<file path="config.mk">
export PLATFORM = sky130hd
export DESIGN_NAME = aba_chain
export DESIGN_NICKNAME = d
export VERILOG_FILES = /design/src/rtl/core/aba_pkg.sv /design/src/rtl/core/aba_cell.sv /design/src/rtl/core/aba_chain.sv
export SDC_FILE = /design/constraint.sdc
export NUM_CORES = 2
export LEC_CHECK = 0
export BUFFER_PORTS_ARGS = -buffer_cell sky130_fd_sc_hd__buf_2
export CAP_MARGIN = 10
export CORE_ASPECT_RATIO = 0.5
export CORE_MARGIN = 2
export CORE_UTILIZATION = 30
export DETAILED_ROUTE_END_ITERATION = 7
export GPL_TIMING_DRIVEN = 0
export PLACE_DENSITY_LB_ADDON = 0.08
export SLEW_MARGIN = 40
export SYNTH_ARGS = -nofsm -noshare
export SYNTH_HDL_FRONTEND = slang
export SYNTH_SLANG_ARGS = --single-unit
</file>
<file path="constraint.sdc">
create_clock -name clk_i -period 5.73 [get_ports clk_i]
set_input_delay 1.146 -clock clk_i [delete_from_list [all_inputs] [get_ports clk_i]]
set_output_delay 1.146 -clock clk_i [all_outputs]
set_load 0.02 [all_outputs]
</file>
<file path="src/rtl/core/aba_pkg.sv">
// Shared types and constants of the arena block allocator.
`timescale 1ns / 1ps
package aba_pkg;

  localparam int unsigned MAX_BLOCKS_DEF = 32;
  localparam int unsigned SLOT_W         = 8;
  localparam int unsigned OFS_W          = 16;
  localparam int unsigned TOTAL_W        = 48;

  localparam logic [15:0] BLOCK_SIZE_RST = 16'd2040;
  localparam logic [15:0] SLOP_RST       = 16'd16;
  localparam logic [8:0]  ALIGN_RST      = 9'd8;

  localparam logic [1:0] REG_BLOCK_SIZE = 2'd0;
  localparam logic [1:0] REG_SLOP       = 2'd1;
  localparam logic [1:0] REG_ALIGN      = 2'd2;

  // One list entry: a block slot and its bookkeeping.
  typedef struct packed {
    logic [SLOT_W-1:0] slot;
    logic [OFS_W-1:0]  ofs;
    logic [OFS_W-1:0]  rem;
    logic              std;
  } entry_t;

  typedef enum logic [2:0] {
    OP_HOLD,
    OP_PUSH_FRONT,
    OP_POP,
    OP_ROTATE,
    OP_APPEND
  } chain_op_e;

  typedef struct packed {
    chain_op_e op;
    entry_t    inj;
  } chain_ctl_t;

endpackage

</file>
<file path="src/rtl/core/aba_cell.sv">
// One list cell: holds an entry and takes it from a neighbor or the injected entry.
`timescale 1ns / 1ps
module aba_cell #(
  parameter int unsigned Idx  = 0,
  parameter int unsigned LenW = 6
) (
  input  logic                clk_i,
  input  aba_pkg::chain_ctl_t ctl_i,
  input  logic [LenW-1:0]     len_i,
  input  aba_pkg::entry_t     left_i,
  input  aba_pkg::entry_t     right_i,
  output aba_pkg::entry_t     ent_o
);
  import aba_pkg::*;

  entry_t ent_q, ent_d;

  always_comb begin
    ent_d = ent_q;
    case (ctl_i.op)
      OP_PUSH_FRONT: ent_d = left_i;
      OP_POP:        ent_d = right_i;
      OP_ROTATE: begin
        if (LenW'(Idx) == len_i - LenW'(1)) ent_d = ctl_i.inj;
        else ent_d = right_i;
      end
      OP_APPEND: begin
        if (LenW'(Idx) == len_i) ent_d = ctl_i.inj;
      end
      default: ent_d = ent_q;
    endcase
  end

  always_ff @(posedge clk_i) begin
    ent_q <= ent_d;
  end

  assign ent_o = ent_q;

endmodule

</file>
<file path="src/rtl/core/aba_chain.sv">
// A list kept as a row of cells plus its length register.
`timescale 1ns / 1ps
module aba_chain #(
  parameter int unsigned NumCells = aba_pkg::MAX_BLOCKS_DEF,
  parameter int unsigned LenW     = $clog2(NumCells + 1)
) (
  input  logic                clk_i,
  input  logic                rst_ni,
  input  aba_pkg::chain_ctl_t ctl_i,
  output aba_pkg::entry_t     head_o,
  output logic [LenW-1:0]     len_o,
  output logic [LenW-1:0]     len_next_o
);
  import aba_pkg::*;

  entry_t          ent_w   [NumCells];
  entry_t          left_w  [NumCells];
  entry_t          right_w [NumCells];
  logic [LenW-1:0] len_q, len_d;

  for (genvar i = 0; i < NumCells; i++) begin : g_cell
    if (i == 0) begin : g_first
      assign left_w[i] = ctl_i.inj;
    end else begin : g_mid
      assign left_w[i] = ent_w[i-1];
    end
    if (i == NumCells - 1) begin : g_last
      assign right_w[i] = ctl_i.inj;
    end else begin : g_inner
      assign right_w[i] = ent_w[i+1];
    end
    aba_cell #(
      .Idx  (i),
      .LenW (LenW)
    ) u_cell (
      .clk_i   (clk_i),
      .ctl_i   (ctl_i),
      .len_i   (len_q),
      .left_i  (left_w[i]),
      .right_i (right_w[i]),
      .ent_o   (ent_w[i])
    );
  end

  always_comb begin
    len_d = len_q;
    case (ctl_i.op)
      OP_PUSH_FRONT, OP_APPEND: len_d = len_q + LenW'(1);
      OP_POP:                   len_d = len_q - LenW'(1);
      default:                  len_d = len_q;
    endcase
  end

  always_ff @(posedge clk_i or negedge rst_ni) begin
    if (!rst_ni) begin
      len_q <= '0;
    end else begin
      len_q <= len_d;
    end
  end

  assign head_o     = ent_w[0];
  assign len_o      = len_q;
  assign len_next_o = len_d;

endmodule

</file>
## Word-level counts from Yosys, hierarchy flattened

Index checks and enable logic that the tools add are counted.

- Register bits: 1318
- Output and inout bits: 53
- Word-level logic and storage cells: 362

- Add/sub/neg operators: 2
- Equal/unequal tests: 97
- Multiplexer cells: 96
- Reductions and logical operators: 38

Operators with widths:

| kind | number |
|---|---|
| 41-bit case mux with 4 select lines | 31 |
| 41-bit two-way mux | 63 |
| 5-bit by 6-bit == test with 1-bit output, first input constant | 31 |
| 41-bit case mux with 3 select lines | 1 |
| 4-bit by 6-bit == test with 1-bit output, first input constant | 16 |
| 2-bit by 1-bit inequality test with 1-bit output, second input constant | 32 |
| 2-bit AND reduction | 32 |
| 3-bit by 6-bit == test with 1-bit output, first input constant | 8 |
| 2-bit by 6-bit == test with 1-bit output, first input constant | 4 |
| 1-bit by 6-bit == test with 1-bit output, first input constant | 2 |
| 6-bit zero test | 2 |
| 6-bit case mux with 2 select lines | 1 |
| 6-bit by 1-bit adder with 6-bit output, second input constant | 1 |
| 3-bit by 2-bit == test with 1-bit output, second input constant | 2 |
| 6-bit by 1-bit subtractor with 6-bit output, second input constant | 1 |
| 4-bit nonzero test | 1 |
| 2-bit OR reduction | 2 |
| 3-bit by 1-bit == test with 1-bit output, second input constant | 1 |
| 3-bit == test, second input constant | 1 |
| 3-bit nonzero test | 1 |

## Depth between registers and ports, before layout

- Word-level depth: 4
- Depth in mapped cells: 11
- Depth with buffers taken out: 7

## Modules after synthesis

From an unflattened synthesis, not the netlist that was laid out.

- Cells, all modules: 6647
- Area total of the unflattened synthesis: 80000.5 um^2

By module, submodules not included:

| module | instances | cells an instance | area each (um^2) | seq. area each (um^2) |
|---|---|---|---|---|
| aba_cell at g_cell[2].u_cell ... | 3 | 193 | 2392.3 | 1231.2 |
| aba_cell at g_cell[11].u_cell ... | 2 | 241 | 2753.9 | 1231.2 |
| aba_cell at g_cell[27].u_cell ... | 2 | 241 | 2752.6 | 1231.2 |
| aba_cell at g_cell[18].u_cell ... | 2 | 194 | 2412.3 | 1231.2 |
| aba_cell at g_cell[10].u_cell ... | 2 | 192 | 2396.0 | 1231.2 |
| aba_cell at g_cell[13].u_cell ... | 2 | 192 | 2394.8 | 1231.2 |
| aba_cell at g_cell[16].u_cell ... | 2 | 191 | 2377.3 | 1231.2 |
| aba_cell at g_cell[5].u_cell ... | 2 | 192 | 2376.0 | 1231.2 |
| aba_cell at g_cell[31].u_cell | 1 | 242 | 2763.9 | 1231.2 |
| aba_cell at g_cell[23].u_cell | 1 | 241 | 2761.4 | 1231.2 |
| aba_cell at g_cell[3].u_cell | 1 | 241 | 2758.9 | 1231.2 |
| aba_cell at g_cell[15].u_cell | 1 | 242 | 2743.9 | 1231.2 |
| aba_cell at g_cell[0].u_cell | 1 | 242 | 2692.6 | 1231.2 |
| aba_cell at g_cell[12].u_cell | 1 | 193 | 2428.6 | 1231.2 |
| +10 rows | - | - | - | - |

## Least setup slack after synthesis

Ideal clock, no wire load.

- Path type: input-to-reg
- Start point: input ctl_i[42] in the netlist's numbering
- End point: register g_cell[16].u_cell.ent_q (netlist bit g_cell[16].u_cell.ent_o[0]), enable pin
- Arrival: 3.934 ns
- Data required time: 5.291 ns
- Path slack: 1.357 ns
- Stages on the path: 7
- Path through: nor2_1 nand2_1 clkbuf_1 clkbuf_1 buf_1 nor2_1 nor2_1

- Longest elaborated chain between the ends: 3

Ends and longest elaborated chain:

| what | line | source |
|---|---|---|
| start: declaration | aba_chain.sv:9 | `input aba_pkg::chain_ctl_t ctl_i,` |
| 3-bit == test (tied with other cells) | aba_cell.sv:20 | `case (ctl_i.op)` |
| 2-bit by 1-bit inequality test with 1-bit output (no line) or 4-bit nonzero test (tied branches) | - |  |
| 2-bit AND reduction (no line) * | - |  |
| end signal: assignment | aba_cell.sv:35 | `ent_q <= ent_d;` |
| end: declaration | aba_cell.sv:16 | `entry_t ent_q, ent_d;` |

Mark *: on every way between the ends. The rest lies on a longest branch, timed or not.
A chain may end at the register's enable or synchronous reset.

## Worst setup path in the final report

- Start point: input ctl_i[43] in the netlist's numbering
- End point: output len_next_o[2]

- Longest elaborated chain between the ends: 3

Ends and longest elaborated chain:

| what | line | source |
|---|---|---|
| 3-bit by 1-bit == test with 1-bit output or 3-bit == test (tied branches) | aba_chain.sv:47 | `case (ctl_i.op)` |
| 2-bit OR reduction | aba_chain.sv:47 |  |
| 6-bit case mux with 2 select lines * | aba_chain.sv:47 |  |
| end: declaration | aba_chain.sv:12 | `output logic [LenW-1:0] len_next_o` |

Marks and branches as above.

==> impl_metrics.py <==
metrics = {
    "detailed_routing": {
        "avgViaCountPerCell": 6.04,
        "met2_wirelength_um": 152000,
        "wl_per_cell_um": 33.8,
        "routed_vias": 71100,
        "detail_route.wirelength.met1_um": 195000,
        "top_layer": "met5",
        "drt-pass1-iter-count": 6,
        "dr_wl_met3_um": 41500,
        "drtAntennaViolNets": 0,
        "routed_wl_um": 398000,
        "drt-initial-drc-count": 10900,
        "drc": 0,
    },
    "power": {
        "post-layout-total-power_mw": 33.3,
        "ir_drop_mv": 0.287,
        "total_power_per_unit_cell_area_nw_per_um2": 371,
        "power_leakage_nw": 30.9,
    },
    "worst_setup_path": {
        "arrival_ns": 4.21,
        "cp.required_ns": 4.58,
        "r2r-start": "len_o[0]",
        "worstSetupStartpointType": "input port",
        "critical_path.endpoint_type": "output port",
        "crit_path_max_fanout": 13,
        "critPathLaunch": "ctl_i[43]",
        "timing_worst_setup_path_type": "in -> out",
    },
    "finish": {
        "final_cells": 11800,
        "n_fill_cell": 26200,
        "design_area_um2": 90000,
        "multi_input_area_um2": 34500,
        "final_core_utilization": 0.347,
        "synthToLayoutAreaGrowth_pct": 14.7,
        "final_net_count": 8227,
        "final-seq-area_um2": 39500,
        "post_route_cells_drive_above_1_share": 0.119,
    },
    "job": {
        "drv_cap": 0,
    },
    "logic_synthesis": {
        "count_of_flip_flops_with_a_built_in_enable_after_synthesis": 1312,
        "synth-warning-count": 0,
        "ys_dominant_reg_cell": "sky130_fd_sc_hd__edfxtp_1",
        "ys_seq_area_frac": 0.504,
        "postSynth.asyncResetShare": 0.00455,
        "synth.lib_cells_used.distinct": 58,
        "ys_seq_elements": 1318,
        "syn_inst": 7831,
        "synth.avg_cell_area_um2": 10.0,
        "synth_fp_nets": 7883,
        "syn-cell-area_um2": 78500,
    },
    "sta": {
        "report.final.setup_viol": 0,
        "clock-skew-final_ns": 0.0501,
        "max_clock_freq_mhz": 187,
        "transition_time_at_the_pin_with_the_least_slew_margin_ns": 1.01,
        "grt_setup_unrepaired": "no",
        "relSlewSlack": 0.330,
        "min_period_ns": 5.35,
        "postLayoutSetupSlackWorst_ns": 0.378,
        "maxSlewViolCount": 0,
        "timing.final.hold_violations": 0,
        "post-route-period-util": 0.934,
    },
    "cts": {
        "cts_num_sinks": 1318,
        "clkTransAtPathRegs_ns": 0.06,
        "clock_tree.root_cell": "sky130_fd_sc_hd__clkbuf_16",
        "clock_path_buffers": 4,
        "cts-hold-fix-buffers": 0,
        "cts_setup_buffers": 0,
        "cts_tree": "done",
        "numCtsBuffers": 158,
        "post_cts_resized": 0,
        "htreeDepth": 4,
        "clkLatencyLatePin_ns": 0.85,
    },
    "global_route": {
        "largest_net_degree_at_the_start_of_global_routing": 21,
        "grt_pass1_vias": 65500,
        "global_route.usage.total": 0.288,
        "grt_first_pass_wirelength_um": 541000,
        "grt_remaining_overflow": 0,
        "grt_antenna_before_repair": 11,
    },
    "die": {
        "fp.dieW_um": 727,
        "die_area_um2": 266000,
        "row_count": 132,
        "ios": 99,
        "fp.coreArea_um2": 259000,
        "initial_core_util": 0.302,
        "die_h_um": 366,
    },
    "placed_design": {
        "dpl-instance-area_um2": 85300,
        "placedCellCount": 11500,
        "half_perimeter_wire_length_after_detailed_placement_um": 324000,
        "placement.setup.worst_slack_ns": -0.114,
        "routabilityCongestion": 0.970,
        "port_buffers": 98,
    },
    "hold_path": {
        "holdCritPathClass": "in -> async",
    },
    "status": {
        "outcome": "complete, no violations",
    },
}
final timing paths:
kind | endpoint | slack (ns) | cells past startpoint
worst min-delay path | len_o[3] | 0.21 | 1
worst min register to register | g_cell[0].u_cell.ent_o[18] | 0.60 | 1
worst max register to register | g_cell[11].u_cell.ent_o[23] | 1.22 | 11
max in group asynchronous | len_o[0] | 5.28 | 1
worst max-delay path | len_next_o[2] | 0.38 | 9
min in group clk_i | g_cell[0].u_cell.ent_o[18] | 0.60 | 1
placed cells by master, fill, tap and decap left out, types with 13 or more instances in the layout:
| cell type | netlist | layout |
|---|---|---|
| sky130_fd_sc_hd__buf_8 | 0 | 56 |
| sky130_fd_sc_hd__buf_1 | 43 | 25 |
| sky130_fd_sc_hd__buf_2 | 125 | 236 |
| sky130_fd_sc_hd__nor2_2 | 0 | 13 |
| sky130_fd_sc_hd__buf_6 | 63 | 65 |
| sky130_fd_sc_hd__clkbuf_2 | 0 | 235 |
| sky130_fd_sc_hd__and3_1 | 207 | 207 |
| sky130_fd_sc_hd__nand3_1 | 292 | 292 |
| sky130_fd_sc_hd__nor2_1 | 1111 | 1065 |
| sky130_fd_sc_hd__a21oi_1 | 1080 | 1080 |
| sky130_fd_sc_hd__clkinv_2 | 0 | 15 |
| sky130_fd_sc_hd__mux2_2 | 46 | 46 |
| sky130_fd_sc_hd__edfxtp_1 | 1312 | 1312 |
| sky130_fd_sc_hd__o221ai_1 | 451 | 451 |
| sky130_fd_sc_hd__o21a_1 | 41 | 41 |
| sky130_fd_sc_hd__clkbuf_1 | 745 | 556 |
| sky130_fd_sc_hd__mux2_1 | 36 | 36 |
| sky130_fd_sc_hd__nor2_4 | 0 | 33 |
| sky130_fd_sc_hd__buf_4 | 48 | 57 |
| sky130_fd_sc_hd__o22ai_1 | 779 | 779 |
| sky130_fd_sc_hd__o211ai_1 | 494 | 494 |
| sky130_fd_sc_hd__mux2i_1 | 615 | 615 |
| sky130_fd_sc_hd__a31oi_1 | 21 | 20 |
| sky130_fd_sc_hd__clkbuf_16 | 0 | 162 |
| sky130_fd_sc_hd__clkinv_1 | 0 | 39 |
| sky130_fd_sc_hd__nand2_1 | 214 | 214 |
| sky130_fd_sc_hd__buf_16 | 0 | 19 |
per-layer routing:
layer	GRT usage	vias up
met4	0.0615	2
met1	0.452	35600
met2	0.387	3846
li1	-	31300
met3	0.0718	393
met5	0.00659	-
where the power goes:
group	internal (mW)	switching (mW)	total [mW]
Combinational	2.89	6.78	9.68
Clock	5.36	4.48	9.84
Sequential	12.4	1.41	13.8
Total	20.7	12.7	33.3
cell families (layout without fill, tap and decap cells):
group,count (synthesis),count (layout),share of synthesized area
buffers and inverters,1032,1483,0.0597
AND/OR/NAND/NOR,1870,1870,0.103
adder cells (fa/ha/maj),6,6,0.000957
multiplexers,697,697,0.0902
AO/OA/AOI/OAI,2901,2901,0.242
other,0,6,0
XOR/XNOR,7,7,0.000781
flip-flops,1318,1318,0.504
synth_stat cells (125+ instances only):
cell	n	area share
sky130_fd_sc_hd__edfxtp_1	1312	0.50
sky130_fd_sc_hd__nor2_1	1111	0.053
sky130_fd_sc_hd__o211ai_1	494	0.047
sky130_fd_sc_hd__nand2_1	214	0.010
sky130_fd_sc_hd__o22ai_1	779	0.062
sky130_fd_sc_hd__mux2i_1	615	0.078
sky130_fd_sc_hd__clkbuf_1	745	0.036
sky130_fd_sc_hd__nand3_1	292	0.019
sky130_fd_sc_hd__buf_2	125	0.0080
sky130_fd_sc_hd__a21oi_1	1080	0.069
sky130_fd_sc_hd__o221ai_1	451	0.050
sky130_fd_sc_hd__and3_1	207	0.017
flip-flops by register name, indices dropped and copies added (netlist names):
register             cells
len_o                    6
g_cell.u_cell.ent_o   1312
stage by stage:
step / setup TNS [ns] / hold slack, ns
2_1_floorplan: 0 / 0.536
3_3_place_gp: -1353.74 / 0.585
3_5_place_dp: -0.114 / 0.583
4_1_cts: 0 / 0.156
5_1_grt: 0 / 0.174
6_report: 0 / 0.212
layout make-up:
type / instances / area share
antenna: 6 / 0.000167
buffer: 1023 / 0.0551
clock buffer: 206 / 0.0471
clock inverter: 61 / 0.00417
inverter: 8 / 0.000334
multi-input combinational: 5481 / 0.384
sequential: 1318 / 0.439
tap: 3484 / 0.0484
timing repair buffer: 185 / 0.0218
worst max-delay path, cell delays in order:
cell	delay, ns
sky130_fd_sc_hd__buf_2	0.16
sky130_fd_sc_hd__nand2b_1	0.15
sky130_fd_sc_hd__clkbuf_1	0.37
sky130_fd_sc_hd__nor2_4	0.46
sky130_fd_sc_hd__buf_8	0.26
sky130_fd_sc_hd__clkbuf_2	0.51
sky130_fd_sc_hd__a22oi_1	0.20
sky130_fd_sc_hd__xnor2_1	0.62
sky130_fd_sc_hd__buf_2	0.29
(Power assumes the default switching activity.)
